--- src/rtl/usfn_pkg.sv ---
package usfn_pkg;

  localparam int unsigned MaxSeqLen  = 5;
  localparam int unsigned QueueDepth = 6;

  localparam int unsigned LenWidth = $clog2(MaxSeqLen + 1);
  localparam int unsigned CpWidth  = 21;

  typedef logic [7:0] byte_t;
  typedef logic [LenWidth-1:0] len_t;

  typedef struct packed {
    byte_t [MaxSeqLen-1:0] seq;
    len_t                  len;
    logic                  bad;
  } usfn_rec_t;

endpackage

--- src/rtl/usfn_in_if.sv ---
interface usfn_in_if;
  logic       valid;
  logic       ready;
  logic [7:0] in_byte;

  modport source (output valid, output in_byte, input ready);
  modport sink (input valid, input in_byte, output ready);
endinterface

--- src/rtl/usfn_out_if.sv ---
interface usfn_out_if;
  logic       valid;
  logic       ready;
  logic [7:0] out_byte;
  logic       last_of_run;
  logic       bad_lead;

  modport source (output valid, output out_byte, output last_of_run, output bad_lead,
                  input ready);
  modport sink (input valid, input out_byte, input last_of_run, input bad_lead,
                output ready);
endinterface

--- src/rtl/utf8_shortest_form_normalizer.sv ---
// UTF-8 shortest-form normalizer.
// The in_i channel takes one raw stream byte per transaction; the out_o channel
// gives one normalized byte per transaction, with last_of_run marking the final
// byte of a character and bad_lead marking a dropped invalid lead byte.
// Both channels use valid/ready; a transaction happens when both are high.
// Each side moves one byte per cycle while it is not stalled. The front pushes a
// character into the queue at the edge that accepts its final byte, and an idle
// back end then loads it from the queue into its output shift register, from
// which its first output byte is offered.
// The front collects bytes of a character and pushes one record into a small
// queue; the back re-encodes it and emits its bytes from a shift register, one
// per cycle while out_o.ready is high. The queue holds six records, enough to
// keep in_i.ready high while a five-byte character drains ahead of single bytes.
// While the receiver stalls the output byte holds, the queue fills,
// and in_i.ready drops once the queue is full.
// Reset clears the open sequence, the queue and the output byte count; no byte
// is pending afterwards.
module utf8_shortest_form_normalizer #(
  parameter int unsigned QUEUE_DEPTH = usfn_pkg::QueueDepth
) (
  input  logic        clk_i,
  input  logic        rst_ni,
  usfn_in_if.sink     in_i,
  usfn_out_if.source  out_o
);
  import usfn_pkg::*;

  logic      push;
  logic      full;
  logic      pop;
  logic      head_valid;
  usfn_rec_t push_rec;
  usfn_rec_t head_rec;

  usfn_front u_front (
    .clk_i  (clk_i),
    .rst_ni (rst_ni),
    .in_i   (in_i),
    .full_i (full),
    .push_o (push),
    .rec_o  (push_rec)
  );

  usfn_queue #(
    .DEPTH (QUEUE_DEPTH)
  ) u_queue (
    .clk_i   (clk_i),
    .rst_ni  (rst_ni),
    .push_i  (push),
    .rec_i   (push_rec),
    .full_o  (full),
    .pop_i   (pop),
    .valid_o (head_valid),
    .rec_o   (head_rec)
  );

  usfn_back u_back (
    .clk_i   (clk_i),
    .rst_ni  (rst_ni),
    .valid_i (head_valid),
    .rec_i   (head_rec),
    .pop_o   (pop),
    .out_o   (out_o)
  );

endmodule

--- src/rtl/usfn_front.sv ---
module usfn_front (
  input  logic              clk_i,
  input  logic              rst_ni,
  usfn_in_if.sink           in_i,
  input  logic              full_i,
  output logic              push_o,
  output usfn_pkg::usfn_rec_t rec_o
);
  import usfn_pkg::*;

  len_t                  exp_len_q, exp_len_d;
  len_t                  rcv_cnt_q, rcv_cnt_d;
  byte_t [MaxSeqLen-1:0] held_q;
  len_t                  lead_len;
  len_t                  rcv_next;
  logic                  accept;

  always_comb begin
    priority casez (in_i.in_byte)
      8'b0???????: lead_len = len_t'(1);
      8'b10??????: lead_len = len_t'(0);
      8'b110?????: lead_len = len_t'(2);
      8'b1110????: lead_len = len_t'(3);
      8'b11110???: lead_len = len_t'(4);
      8'b111110??: lead_len = len_t'(5);
      default:     lead_len = len_t'(0);
    endcase
  end

  assign in_i.ready = !full_i;
  assign accept     = in_i.valid && in_i.ready;
  assign rcv_next   = rcv_cnt_q + len_t'(1);

  always_comb begin
    exp_len_d = exp_len_q;
    rcv_cnt_d = rcv_cnt_q;
    push_o    = 1'b0;
    rec_o.seq = held_q;
    rec_o.len = exp_len_q;
    rec_o.bad = 1'b0;
    if (accept) begin
      if (exp_len_q == '0) begin
        rec_o.seq[0] = in_i.in_byte;
        rec_o.len    = len_t'(1);
        if (lead_len == '0) begin
          push_o       = 1'b1;
          rec_o.seq[0] = '0;
          rec_o.bad    = 1'b1;
        end else if (lead_len == len_t'(1)) begin
          push_o = 1'b1;
        end else begin
          exp_len_d = lead_len;
          rcv_cnt_d = len_t'(1);
        end
      end else begin
        rec_o.seq[rcv_cnt_q] = in_i.in_byte;
        rcv_cnt_d            = rcv_next;
        if (rcv_next == exp_len_q) begin
          push_o    = 1'b1;
          exp_len_d = '0;
          rcv_cnt_d = '0;
        end
      end
    end
  end

  always_ff @(posedge clk_i or negedge rst_ni) begin
    if (!rst_ni) begin
      exp_len_q <= '0;
      rcv_cnt_q <= '0;
    end else begin
      exp_len_q <= exp_len_d;
      rcv_cnt_q <= rcv_cnt_d;
    end
  end

  always_ff @(posedge clk_i) begin
    if (accept) begin
      if (exp_len_q == '0) begin
        held_q[0] <= in_i.in_byte;
      end else begin
        held_q[rcv_cnt_q] <= in_i.in_byte;
      end
    end
  end

endmodule

--- src/rtl/usfn_queue.sv ---
module usfn_queue #(
  parameter int unsigned DEPTH = usfn_pkg::QueueDepth
) (
  input  logic                clk_i,
  input  logic                rst_ni,
  input  logic                push_i,
  input  usfn_pkg::usfn_rec_t rec_i,
  output logic                full_o,
  input  logic                pop_i,
  output logic                valid_o,
  output usfn_pkg::usfn_rec_t rec_o
);
  import usfn_pkg::*;

  localparam int unsigned PtrWidth = $clog2(DEPTH);
  localparam int unsigned CntWidth = $clog2(DEPTH + 1);

  usfn_rec_t             entry_q [DEPTH];
  logic [PtrWidth-1:0]   wr_ptr_q, wr_ptr_d;
  logic [PtrWidth-1:0]   rd_ptr_q, rd_ptr_d;
  logic [CntWidth-1:0]   cnt_q, cnt_d;
  logic                  do_push;
  logic                  do_pop;

  assign full_o  = (cnt_q == CntWidth'(DEPTH));
  assign valid_o = (cnt_q != '0);
  assign rec_o   = entry_q[rd_ptr_q];
  assign do_push = push_i && !full_o;
  assign do_pop  = pop_i && valid_o;

  always_comb begin
    wr_ptr_d = wr_ptr_q;
    rd_ptr_d = rd_ptr_q;
    cnt_d    = cnt_q;
    if (do_push) begin
      wr_ptr_d = (wr_ptr_q == PtrWidth'(DEPTH - 1)) ? '0 : wr_ptr_q + PtrWidth'(1);
    end
    if (do_pop) begin
      rd_ptr_d = (rd_ptr_q == PtrWidth'(DEPTH - 1)) ? '0 : rd_ptr_q + PtrWidth'(1);
    end
    if (do_push && !do_pop) begin
      cnt_d = cnt_q + CntWidth'(1);
    end else if (do_pop && !do_push) begin
      cnt_d = cnt_q - CntWidth'(1);
    end
  end

  always_ff @(posedge clk_i or negedge rst_ni) begin
    if (!rst_ni) begin
      wr_ptr_q <= '0;
      rd_ptr_q <= '0;
      cnt_q    <= '0;
    end else begin
      wr_ptr_q <= wr_ptr_d;
      rd_ptr_q <= rd_ptr_d;
      cnt_q    <= cnt_d;
    end
  end

  always_ff @(posedge clk_i) begin
    if (do_push) begin
      entry_q[wr_ptr_q] <= rec_i;
    end
  end

endmodule

--- src/rtl/usfn_back.sv ---
module usfn_back (
  input  logic                clk_i,
  input  logic                rst_ni,
  input  logic                valid_i,
  input  usfn_pkg::usfn_rec_t rec_i,
  output logic                pop_o,
  usfn_out_if.source          out_o
);
  import usfn_pkg::*;

  byte_t [MaxSeqLen-1:0] buf_q, buf_d;
  len_t                  cnt_q, cnt_d;
  logic                  bad_q, bad_d;
  logic [CpWidth-1:0]    cp;
  len_t                  short_len;
  byte_t [MaxSeqLen-1:0] enc;
  logic                  keep_raw;
  logic                  take;

  always_comb begin
    unique case (rec_i.len)
      len_t'(2): cp = CpWidth'({rec_i.seq[0][4:0], rec_i.seq[1][5:0]});
      len_t'(3): cp = CpWidth'({rec_i.seq[0][3:0], rec_i.seq[1][5:0], rec_i.seq[2][5:0]});
      len_t'(4): cp = {rec_i.seq[0][2:0], rec_i.seq[1][5:0], rec_i.seq[2][5:0],
                       rec_i.seq[3][5:0]};
      default:   cp = CpWidth'(rec_i.seq[0][6:0]);
    endcase
  end

  always_comb begin
    if (cp > CpWidth'(24'h00FFFF)) begin
      short_len = len_t'(4);
    end else if (cp > CpWidth'(24'h0007FF)) begin
      short_len = len_t'(3);
    end else if (cp > CpWidth'(24'h00007F)) begin
      short_len = len_t'(2);
    end else begin
      short_len = len_t'(1);
    end
  end

  always_comb begin
    enc = '0;
    unique case (short_len)
      len_t'(1): begin
        enc[0] = {1'b0, cp[6:0]};
      end
      len_t'(2): begin
        enc[0] = {3'b110, cp[10:6]};
        enc[1] = {2'b10, cp[5:0]};
      end
      len_t'(3): begin
        enc[0] = {4'b1110, cp[15:12]};
        enc[1] = {2'b10, cp[11:6]};
        enc[2] = {2'b10, cp[5:0]};
      end
      default: begin
        enc[0] = {5'b11110, cp[20:18]};
        enc[1] = {2'b10, cp[17:12]};
        enc[2] = {2'b10, cp[11:6]};
        enc[3] = {2'b10, cp[5:0]};
      end
    endcase
  end

  assign keep_raw = (rec_i.len == len_t'(5)) || (rec_i.len < len_t'(2)) ||
                    (short_len == rec_i.len);

  assign out_o.valid       = (cnt_q != '0);
  assign out_o.out_byte    = buf_q[0];
  assign out_o.last_of_run = (cnt_q == len_t'(1));
  assign out_o.bad_lead    = bad_q;

  assign take  = out_o.valid && out_o.ready;
  assign pop_o = valid_i && ((cnt_q == '0) || ((cnt_q == len_t'(1)) && take));

  always_comb begin
    buf_d = buf_q;
    cnt_d = cnt_q;
    bad_d = bad_q;
    if (pop_o) begin
      buf_d = keep_raw ? rec_i.seq : enc;
      cnt_d = keep_raw ? rec_i.len : short_len;
      bad_d = rec_i.bad;
    end else if (take) begin
      for (int i = 0; i < MaxSeqLen - 1; i++) begin
        buf_d[i] = buf_q[i+1];
      end
      cnt_d = cnt_q - len_t'(1);
    end
  end

  always_ff @(posedge clk_i or negedge rst_ni) begin
    if (!rst_ni) begin
      cnt_q <= '0;
    end else begin
      cnt_q <= cnt_d;
    end
  end

  always_ff @(posedge clk_i) begin
    buf_q <= buf_d;
    bad_q <= bad_d;
  end

endmodule
--- src/flat_wrapper.sv ---
// flat-port wrapper written by rule: the top's interface ports become plain ports
module utf8_shortest_form_normalizer_flat import usfn_pkg::*;
#(
  parameter int unsigned QUEUE_DEPTH = usfn_pkg::QueueDepth
)
  (clk_i, rst_ni, in_i_valid, in_i_in_byte, in_i_ready, out_o_valid, out_o_out_byte, out_o_last_of_run, out_o_bad_lead, out_o_ready);
  usfn_in_if in_i_i ();
  usfn_out_if out_o_i ();
  input  logic clk_i;
  input  logic rst_ni;
  input wire logic [$bits(in_i_i.valid)-1:0] in_i_valid;
  input wire logic [$bits(in_i_i.in_byte)-1:0] in_i_in_byte;
  output wire logic [$bits(in_i_i.ready)-1:0] in_i_ready;
  output wire logic [$bits(out_o_i.valid)-1:0] out_o_valid;
  output wire logic [$bits(out_o_i.out_byte)-1:0] out_o_out_byte;
  output wire logic [$bits(out_o_i.last_of_run)-1:0] out_o_last_of_run;
  output wire logic [$bits(out_o_i.bad_lead)-1:0] out_o_bad_lead;
  input wire logic [$bits(out_o_i.ready)-1:0] out_o_ready;
  assign in_i_i.valid = in_i_valid;
  assign in_i_i.in_byte = in_i_in_byte;
  assign in_i_ready = in_i_i.ready;
  assign out_o_valid = out_o_i.valid;
  assign out_o_out_byte = out_o_i.out_byte;
  assign out_o_last_of_run = out_o_i.last_of_run;
  assign out_o_bad_lead = out_o_i.bad_lead;
  assign out_o_i.ready = out_o_ready;
  utf8_shortest_form_normalizer #(.QUEUE_DEPTH(QUEUE_DEPTH)) u_core (.clk_i(clk_i), .rst_ni(rst_ni), .in_i(in_i_i), .out_o(out_o_i));
endmodule
--- config.mk ---
export PLATFORM = sky130hd
export DESIGN_NAME = utf8_shortest_form_normalizer_flat
export DESIGN_NICKNAME = d
export VERILOG_FILES = /design/src/rtl/usfn_pkg.sv /design/src/rtl/usfn_in_if.sv /design/src/rtl/usfn_out_if.sv /design/src/rtl/utf8_shortest_form_normalizer.sv /design/src/rtl/usfn_front.sv /design/src/rtl/usfn_queue.sv /design/src/rtl/usfn_back.sv /design/src/flat_wrapper.sv
export SDC_FILE = /design/constraint.sdc
export NUM_CORES = 1
export LEC_CHECK = 0
export ABC_AREA = 1
export BUFFER_PORTS_ARGS = -buffer_cell sky130_fd_sc_hd__buf_2
export CELL_PAD_IN_SITES_DETAIL_PLACEMENT = 0
export CELL_PAD_IN_SITES_GLOBAL_PLACEMENT = 1
export CORE_ASPECT_RATIO = 0.5
export CORE_MARGIN = 5
export CORE_UTILIZATION = 35
export CTS_BUF_LIST = sky130_fd_sc_hd__clkbuf_8
export DETAILED_ROUTE_END_ITERATION = 10
export PLACE_DENSITY = 0.59
export SLEW_MARGIN = 20
export SYNTH_ARGS = -nofsm -noshare
export SYNTH_HDL_FRONTEND = slang
export SYNTH_SLANG_ARGS = --single-unit
--- constraint.sdc ---
create_clock -name clk_i -period 18.3 [get_ports clk_i]
set_input_delay 3.66 -clock clk_i [delete_from_list [all_inputs] [get_ports clk_i]]
set_output_delay 3.66 -clock clk_i [all_outputs]
set_load 0.02 [all_outputs]
==> results of run 1 <==
routing by layer:
layer  routed length (um)  track usage (%)
met5                    0                0
met2                19400             26.3
met4                  782             4.25
met3                 3010             3.32
met1                23500             28.0
critical path, cell delays in order:
cell and delay [ns]:
buf_2 0.11, nand2_1 0.10, a211oi_1 0.07, a31oi_1 0.30
nand2_1 0.09, nand2_1 0.09, nand2_1 0.28, inv_1 0.25
nand2_1 0.15, nor3_2 0.71, buf_4 0.61
worst max-delay path by stage:
| stage | startpoint | to | slack, ns |
|---|---|---|---|
| 5_1_grt | in_i_in_byte[4] | u_core.u_queue.entry_q[5][21] | 11.88 |
| 2_1_floorplan | in_i_in_byte[4] | u_core.u_queue.entry_q[2][0] | 9.22 |
| 3_3_place_gp | in_i_in_byte[4] | u_core.u_queue.entry_q[5][18] | 11.50 |
| 6_report | in_i_in_byte[4] | u_core.u_queue.entry_q[5][21] | 12.07 |
| 3_5_place_dp | in_i_in_byte[6] | u_core.u_queue.entry_q[5][26] | 11.44 |
| 4_1_cts | in_i_in_byte[6] | u_core.u_queue.entry_q[5][21] | 12.09 |
through the flow:
stage	cell area [um2]	utilization [%]	std cells	hold WS, ns
finish	18000	39.5	2221	0.519
global route	18000	39.5	2221	0.538
CTS	18000	39.5	2221	0.518
detailed placement	17000	37.3	2119	0.510
global placement	17000	37.3	2119	0.505
floorplan	16300	-	1524	0.494
area by class of cell:
class	count	share of cell area [%]
multi-input cells	1008	26.6
inverters	72	1.51
repair buffers	49	1.72
well taps	627	4.36
flip-flops and latches	363	60.0
clock inverters	47	1.56
clock buffers	55	4.20
cells in the final DEF, fill, tap and decap left out, types with 8 or more instances in the layout:
cell / synthesis / layout
clkinv_1: 2 / 20
clkbuf_8: 0 / 55
buf_2: 13 / 23
nand3_1: 91 / 91
edfxtp_1: 345 / 345
a21oi_1: 46 / 46
nand3_2: 8 / 8
inv_1: 64 / 81
o21ai_0: 85 / 85
o211ai_1: 15 / 15
a22oi_1: 15 / 15
nand2_1: 463 / 463
buf_4: 15 / 26
nand4_1: 9 / 9
o22ai_1: 16 / 16
o21bai_1: 8 / 8
o21ai_1: 17 / 17
o31ai_1: 9 / 9
nor2_1: 149 / 147
dfrtp_1: 18 / 16
sequential cells by signal, summed over array words and instances, names as in the netlist:
signal and count:
u_core.u_queue.entry_q 264, u_core.u_queue.rd_ptr_q 3, u_core.u_front.rcv_cnt_q 3, u_core.u_front.held_q 40, u_core.u_queue.wr_ptr_q 3, u_core.u_back.cnt_q 3
u_core.u_queue.cnt_q 3, u_core.u_back.out_o.out_byte 8, u_core.u_back.buf_q 32, u_core.u_front.exp_len_q 3, u_core.u_back.out_o.bad_lead 1
kinds of logic after synthesis:
logic type / Yosys count / share of synthesized area (%)
flops: 363 / 66.5
buf+inv: 153 / 4.23
xor+xnor: 6 / 0.323
compound gates: 248 / 9.28
simple gates: 746 / 19.0
mux: 2 / 0.131
fa+ha+maj: 6 / 0.508
==> flow_metrics.tcl, run 1 <==
set metrics [dict create \
    outcome "complete, no violations" \
    numCtsBuffers 55 \
    min_path_type "reg -> reg" \
    regArea_um2 10800 \
    synth_edf_count 345 \
    cts-htree-levels 2 \
    setup_viol 0 \
    synth_largest_area_cell "edfxtp_1" \
    crit_fanout 34 \
    synth.net_count 1542 \
    holdPathEnd "u_core.u_back.buf_q[28]" \
    tns_ns 0 \
    synth.distinct_cells 53 \
    layout_min_cycle_time_ns 6.23 \
    cts_sinks 363 \
    drv_slew 0 \
    dieArea_um2 51100 \
    die_height_um 162 \
    die_x_um 315 \
    slew_headroom_pct 39.0 \
    routed_via_density 5.10 \
    synth.most_common_cell "nand2_1" \
    drive_above_1_share_pct 9.91 \
    root_buffer "clkbuf_8" \
    cts_resized 0 \
    synthArstFlopShare_pct 4.96 \
    critPathKind "in -> reg" \
    start_util_pct 35.7 \
    ctsHoldBuffers 0 \
    reg2reg_to "u_core.u_back.out_o.out_byte[7]" \
    r2r_setup_slack_ns 13.12 \
    routed_wl_mm 46.7 \
    drt_iter0_drc 1069 \
    final_antenna_net_count 0 \
    clkTransAtPathRegs_ns 0.07 \
    fin_ws_ns 12.07 \
    remaining_drc_errors 0 \
    wl_per_cell_um 21.0 \
    core_um2 45600 \
    cts_buffer_depth 3 \
    grt_max_degree 83 \
    dp_hpwl_mm 30.2 \
    grt_pass1_wl_mm 70.0 \
    yosys-top-cells-area "edfxtp_1, nand2_1, nor2_1" \
    ff2ff_path_depth 21 \
    vias 11300 \
    avgSynthCellArea_um2 10.7 \
    io_buffers 23 \
    r2r_start "u_core.u_queue.rd_ptr_q[0]" \
    clk_latency_ns 0.64 \
    dp_slack_ns 11.44 \
    num_rows 55 \
    netlist_area_um2 16300 \
    arrival_ns 6.45 \
    multi_input_area_um2 4790 \
    required_ns 18.52 \
    io_pins 24 \
    diodes 0 \
    grt_antenna_before_repair 0 \
    worstHoldStart "u_core.u_back.buf_q[36]" \
    post_cts_buffers 0 \
    track_usage_pct 18.1 \
    fmaxAchievable_mhz 161 \
    grt_remaining_overflow 0 \
    nets 1567 \
    rsz0062_at_grt "false" \
    holdPathStages 2 \
    synth-seq-cells 363 \
    hold_viol 0 \
    drt-pass1-iter-count 7 \
    finalClockSkew_ns 0.0526 \
    cap_violations 0 \
    synth_flop_cell "edfxtp_1" \
    grt_pass1_vias 10900 \
    finalWeightedCongestion 0.821 \
    timing.final.crit_share_pct 34.0 \
    cp-end-kind "flip-flop" \
    cp-start-kind "primary input" \
    synthCells 1524 \
    fill_cells 4464 \
    worst-slew-pin-transition_ns 0.913 \
    yosys.area.top_type_share_pct 63.7 \
    yosysSeqAreaShare_pct 66.5 \
    yosys-top-cells-count "nand2_1, edfxtp_1, nor2_1, nand3_1, o21ai_0" \
    area.growth.synth_to_final_pct 10.8 \
    yosysWarnings 0 \
    cts_tree "done" \
]
Power of run 1 is left out: the tool's default activity adds up to more than one toggle a clock period on the data nets, which glitch-free logic cannot reach.
==> inputs of run 2 (changes only) <==
ABC_AREA = 0   (was 1)
PLACE_DENSITY = 0.57   (was 0.59)
clock period = 5.9 ns   (was 18.3 ns; I/O delays follow)
==> run 2 against run 1 <==
Effect of this change: area after synthesis fell by 1.7%; via count down 17%; synthesized cell count is 26% lower; largest cell class unchanged; highest routed layer unchanged; flip-flop and latch count unchanged; first-iteration DRC count shrank 26%.
==> flow_metrics.tcl, run 2 <==
set metrics [dict create \
    worst-slew-pin-transition_ns 0.975 \
    use_met3_pct 3.05 \
    grt_antenna_before_repair 0 \
    path_cells "or2_1, o22ai_1, o211ai_2, a41o_1, o221ai_2, or4_1, a21o_1, a31oi_4, buf_4, nor3_1, a211oi_2" \
    cpPeakStageDelay_ns 0.76 \
    yosys-top-cells-area "edfxtp_1, mux2i_1, mux2_2" \
    dieArea_um2 50300 \
    area.growth.synth_to_final_pct 10.7 \
    stdcell_count 1794 \
    reg2reg_to "u_core.u_back.out_o.out_byte[6]" \
    cp-start-kind "flip-flop" \
    timing.final.crit_share_pct 77.0 \
    dp.cells 1698 \
    top_register "u_core.u_queue.entry_q" \
    largest_reg_flops 264 \
    fill_cells 4199 \
    grt_use_met2_pct 24.9 \
    r2r_start "u_core.u_queue.rd_ptr_q[2]" \
    cts_sinks 363 \
    drive_above_1_share_pct 18.0 \
    remaining_drc_errors 0 \
    critPathKind "reg -> reg" \
    multi_input_area_um2 4760 \
    leakage_uw 0.00627 \
    required_ns 6.34 \
    final_antenna_net_count 0 \
    place_area_um2 16700 \
    avgSynthCellArea_um2 14.2 \
    outcome "complete, no violations" \
    diodes 0 \
    routed_wl_mm 39.5 \
    drt-pass1-iter-count 5 \
    drt_iter0_drc 792 \
    routed_via_density 5.25 \
    fmaxAchievable_mhz 220 \
    synth.most_common_cell "edfxtp_1" \
    crit_fanout 23 \
    regArea_um2 10800 \
    vias 9417 \
    holdPathEnd "u_core.u_queue.wr_ptr_q[0]" \
    synthCells 1125 \
    post_cts_buffers 0 \
    synth.distinct_cells 67 \
    io_pins 24 \
    cts_tree "done" \
    numCtsBuffers 54 \
    root_buffer "clkbuf_8" \
    cap_violations 0 \
    clkTransAtPathRegs_ns 0.07 \
    wl_per_cell_um 22.0 \
    rsz0062_at_grt "false" \
    finalPower_uw 10800 \
    grt_pass1_vias 9473 \
    synthArstFlopShare_pct 4.96 \
    fin_ws_ns 1.36 \
    slowest_stage "or4_1" \
    synth_largest_area_cell "edfxtp_1" \
    synth_flop_cell "edfxtp_1" \
    ff2ff_path_depth 11 \
    start_util_pct 35.4 \
    cts_resized 0 \
    nets 1174 \
    die_height_um 161 \
    r2r_setup_slack_ns 1.36 \
    die_x_um 312 \
    num_rows 55 \
    synth-seq-cells 363 \
    finalClockSkew_ns 0.0311 \
    top_regs "u_core.u_queue.entry_q x264, u_core.u_front.held_q x40, u_core.u_back.buf_q x32" \
    setup_viol 0 \
    ctsHoldBuffers 0 \
    synth_edf_count 345 \
    grt_remaining_overflow 0 \
    tns_ns 0 \
    postLayoutCellArea_um2 17700 \
    min_path_type "reg -> reg" \
    worst-path-buf-inv 1 \
    netlist_area_um2 16000 \
    yosys-top-cells-count "edfxtp_1, nand2_1, mux2i_1, mux2_2, o21ai_0" \
    io_buffers 23 \
    cp-end-kind "flip-flop" \
    yosys.area.top_type_share_pct 64.8 \
    hold_viol 0 \
    yosysSeqAreaShare_pct 67.7 \
    final_common_cell "edfxtp_1" \
    dp_hpwl_mm 25.1 \
    mostFrequentLayoutCells "edfxtp_1, nand2_1, mux2i_1, mux2_2, clkbuf_8" \
    holdPathStages 1 \
    finalWeightedCongestion 0.860 \
    worstHoldStart "u_core.u_queue.wr_ptr_q[0]" \
    cts-htree-levels 2 \
    crit_path_start "u_core.u_queue.rd_ptr_q[2]" \
    core_um2 45100 \
    synth.net_count 1143 \
    grt_pass1_wl_mm 59.5 \
    layout_min_cycle_time_ns 4.54 \
    arrival_ns 4.99 \
    crit_family "compound AO/OA/AOI/OAI gates" \
    grt_max_degree 76 \
    met1_usage_pct 21.9 \
    vdd_ir_drop_max_mv 0.321 \
    drv_slew 0 \
    yosysWarnings 0 \
    grt.busiest_layer "met2" \
    cts_buffer_depth 3 \
    track_usage_pct 15.5 \
    dp_slack_ns 1.38 \
    slew_headroom_pct 35.0 \
    powerDensity_nw_per_um2 609 \
    clk_latency_ns 0.61 \
]
## run 2: worst max path at each step
stage	to	slack, ns	cells after the start
2_1_floorplan	u_core.u_queue.entry_q[1][0]	0.05	7
3_3_place_gp	u_core.u_back.out_o.out_byte[6]	1.46	13
3_5_place_dp	u_core.u_back.out_o.out_byte[6]	1.38	11
4_1_cts	u_core.u_back.out_o.out_byte[6]	1.34	11
5_1_grt	u_core.u_back.out_o.out_byte[6]	1.09	11
6_report	u_core.u_back.out_o.out_byte[6]	1.36	11
## run 2: power by group
group,leakage [uW],switching [uW],internal [uW]
combinational,0.00230,3150,1670
sequential,0.00340,296,3820
clock,0.000563,950,901
## run 2: final cells by class
| type | count | area share (%) |
|---|---|---|
| Multi-Input combinational cell | 665 | 26.9 |
| Sequential cell | 363 | 61.1 |
| Clock buffer | 58 | 4.51 |
| Clock inverter | 38 | 0.877 |
| Inverter | 17 | 0.361 |
| Tap cell | 598 | 4.23 |
| Timing Repair Buffer | 55 | 2.01 |
## run 2: kinds of logic after synthesis
| family | count (synthesis) | synth area share, % |
|---|---|---|
| flip-flops | 363 | 67.7 |
| multiplexers | 162 | 12.2 |
| AO/OA/AOI/OAI | 201 | 8.48 |
| buffers and inverters | 97 | 2.91 |
| XOR/XNOR | 8 | 0.438 |
| AND/OR/NAND/NOR | 288 | 7.80 |
| adder cells (fa/ha/maj) | 6 | 0.517 |
## run 2: per-layer routing
| layer | wire length (um) | up-vias |
|---|---|---|
| li1 | - | 4375 |
| met1 | 18500 | 4763 |
| met2 | 18500 | 218 |
| met3 | 1910 | 61 |
| met4 | 679 | 0 |
| met5 | 0 | - |
## run 2: through the flow
| stage | hold WS [ns] | utilization (%) |
|---|---|---|
| after floorplan | 0.463 | - |
| after global placement | 0.479 | 37.1 |
| after detailed placement | 0.487 | 37.1 |
| after CTS | 0.499 | 39.2 |
| after global routing | 0.510 | 39.2 |
| final | 0.499 | 39.2 |
## run 2: worst register-to-register path: stages, from the launching register on
cell	delay, ns
dfrtp_2	0.69
or2_1	0.48
o22ai_1	0.29
o211ai_2	0.50
a41o_1	0.20
o221ai_2	0.13
or4_1	0.76
a21o_1	0.28
a31oi_4	0.36
buf_4	0.35
nor3_1	0.11
a211oi_2	0.23
No activity file was read; power rests on OpenSTA's default activity.
==> inputs of run 3 (changes only) <==
PLACE_DENSITY = 0.59   (was 0.57)
clock period = 4.05 ns   (was 5.9 ns; I/O delays follow)
==> run 3 against run 2 <==
Effect of this change: via count up 2.0%; clock skew shrank 0.0070 ns; hold slack lost 0.30 ns; design area grew 2.2%; count of clock-buffer cells in the layout shrank 2; sequential power grew 45%; flip-flop and latch count unchanged; die area stayed put; register-to-register slack lost 1.1 ns; cell count rose by 1.4%; critical path type unchanged; largest power group unchanged.
==> flow_metrics.tcl, run 3 (synthesis gave the netlist of run 2 again) <==
set metrics [dict create \
    grt_pass1_vias 9882 \
    root_buffer "clkbuf_8" \
    setup_viol 0 \
    finalPower_uw 16400 \
    cts_tree "done" \
    io_pins 24 \
    remaining_drc_errors 0 \
    mostFrequentLayoutCells "edfxtp_1, nand2_1, mux2i_1, mux2_2, clkbuf_8" \
    arrival_ns 4.16 \
    dp_slack_ns 0.116 \
    cts_buffer_depth 3 \
    rsz0062_at_grt "false" \
    layout_min_cycle_time_ns 3.81 \
    place_area_um2 17000 \
    routed_wl_mm 40.9 \
    drt-pass1-iter-count 5 \
    crit_fanout 44 \
    wl_per_cell_um 22.5 \
    post_cts_buffers 0 \
    min_path_type "in -> async" \
    core_um2 45100 \
    finalWeightedCongestion 0.881 \
    fmaxAchievable_mhz 263 \
    hold_viol 0 \
    cpPeakStageDelay_ns 0.65 \
    dp_hpwl_mm 25.5 \
    num_rows 55 \
    slew_headroom_pct 38.2 \
    postLayoutCellArea_um2 18100 \
    numCtsBuffers 54 \
    leakage_uw 0.00645 \
    die_height_um 161 \
    die_x_um 312 \
    finalClockSkew_ns 0.0241 \
    worst-path-buf-inv 2 \
    cts_sinks 363 \
    cp-start-kind "flip-flop" \
    grt_antenna_before_repair 0 \
    slowest_stage "or4_1" \
    timing.final.crit_share_pct 94.1 \
    tns_ns 0 \
    start_util_pct 35.4 \
    worst-slew-pin-transition_ns 0.918 \
    powerDensity_nw_per_um2 908 \
    top_regs "u_core.u_queue.entry_q x264, u_core.u_front.held_q x40, u_core.u_back.buf_q x32" \
    drive_above_1_share_pct 20.3 \
    largest_reg_flops 264 \
    vdd_ir_drop_max_mv 0.599 \
    top_register "u_core.u_queue.entry_q" \
    grt_max_degree 76 \
    outcome "complete, no violations" \
    cts-htree-levels 2 \
    track_usage_pct 16.2 \
    grt_pass1_wl_mm 62.1 \
    critPathKind "reg -> reg" \
    fin_ws_ns 0.241 \
    final_antenna_net_count 0 \
    area.growth.synth_to_final_pct 13.1 \
    required_ns 4.40 \
    crit_family "compound AO/OA/AOI/OAI gates" \
    final_common_cell "edfxtp_1" \
    diodes 0 \
    routed_via_density 5.28 \
    cp-end-kind "flip-flop" \
    clkTransAtPathRegs_ns 0.06 \
    drt_iter0_drc 787 \
    dieArea_um2 50300 \
    drv_slew 0 \
    timing.hold.ws_ns 0.203 \
    cap_violations 0 \
    nets 1197 \
    path_cells "mux2_1, a222oi_1, buf_4, nor3_1, nand2b_1, o221ai_2, or4_1, a21o_1, a31oi_4, buf_12, o2111ai_1, o311ai_1" \
    vias 9609 \
    io_buffers 23 \
    grt_remaining_overflow 0 \
    clk_latency_ns 0.62 \
]
==> run 3: changes by cell type in the layout (fill, tap and decap cells not counted), sizes merged <==
cell    change
clkbuf      -2
clkinv      +6
bufinv      +3
inv         -5
buf        +23
==> run 3: area by class of cell <==
type                    count  area, um2
clock buffers              56        771
fillers                  4210      27100
multi-input cells         665       4770
repair buffers             78        641
inverters                  17       63.8
flip-flops and latches    363      10800
well taps                 598        748
clock inverters            42        275
==> run 3: what timing repair did <==
action / 4_1_cts / 5_1_grt
hold buffers: 0 / 0
endpoints found under the setup margin: 0 / 10
gates resized for setup: 0 / 3
==> run 3: where the power goes <==
part           total (uW)  internal, uW  switching (uW)
Combinational        7520          2770            4750
Clock                2920          1490            1430
Sequential           5980          5560             420
Total               16400          9820            6600
==> run 3: path summary, 6_finish.rpt <==
check                      slack (ns)  cells past startpoint                       start                         endpoint
setup / recovery                 0.24                     12  u_core.u_queue.rd_ptr_q[0]  u_core.u_back.out_o.out_byte[1]
hold / removal                   0.20                      1                      rst_ni      u_core.u_front.rcv_cnt_q[2]
setup reg to reg                 0.24                     12  u_core.u_queue.rd_ptr_q[0]  u_core.u_back.out_o.out_byte[1]
hold reg to reg                  0.50                      1     u_core.u_queue.cnt_q[2]          u_core.u_queue.cnt_q[2]
max in group asynchronous        3.40                      1                      rst_ni       u_core.u_queue.rd_ptr_q[0]
min in group clk_i               0.50                      1     u_core.u_queue.cnt_q[2]          u_core.u_queue.cnt_q[2]
==> run 3: per-layer routing <==
| layer | track usage (%) | up-vias | part of all wire, % |
|---|---|---|---|
| met5 | 0 | - | 0 |
| met4 | 4.07 | 0 | 1.8 |
| met3 | 2.87 | 59 | 5.2 |
| met2 | 26.4 | 268 | 46 |
| met1 | 22.6 | 4863 | 46 |
| li1 | - | 4419 | - |
==> run 3: per-stage QoR <==
| step | cells | utilization [%] |
|---|---|---|
| 2_1_floorplan | 1125 | - |
| 3_3_place_gp | 1721 | 37.7 |
| 3_5_place_dp | 1721 | 37.7 |
| 4_1_cts | 1819 | 40.0 |
| 5_1_grt | 1819 | 40.0 |
| 6_report | 1819 | 40.0 |
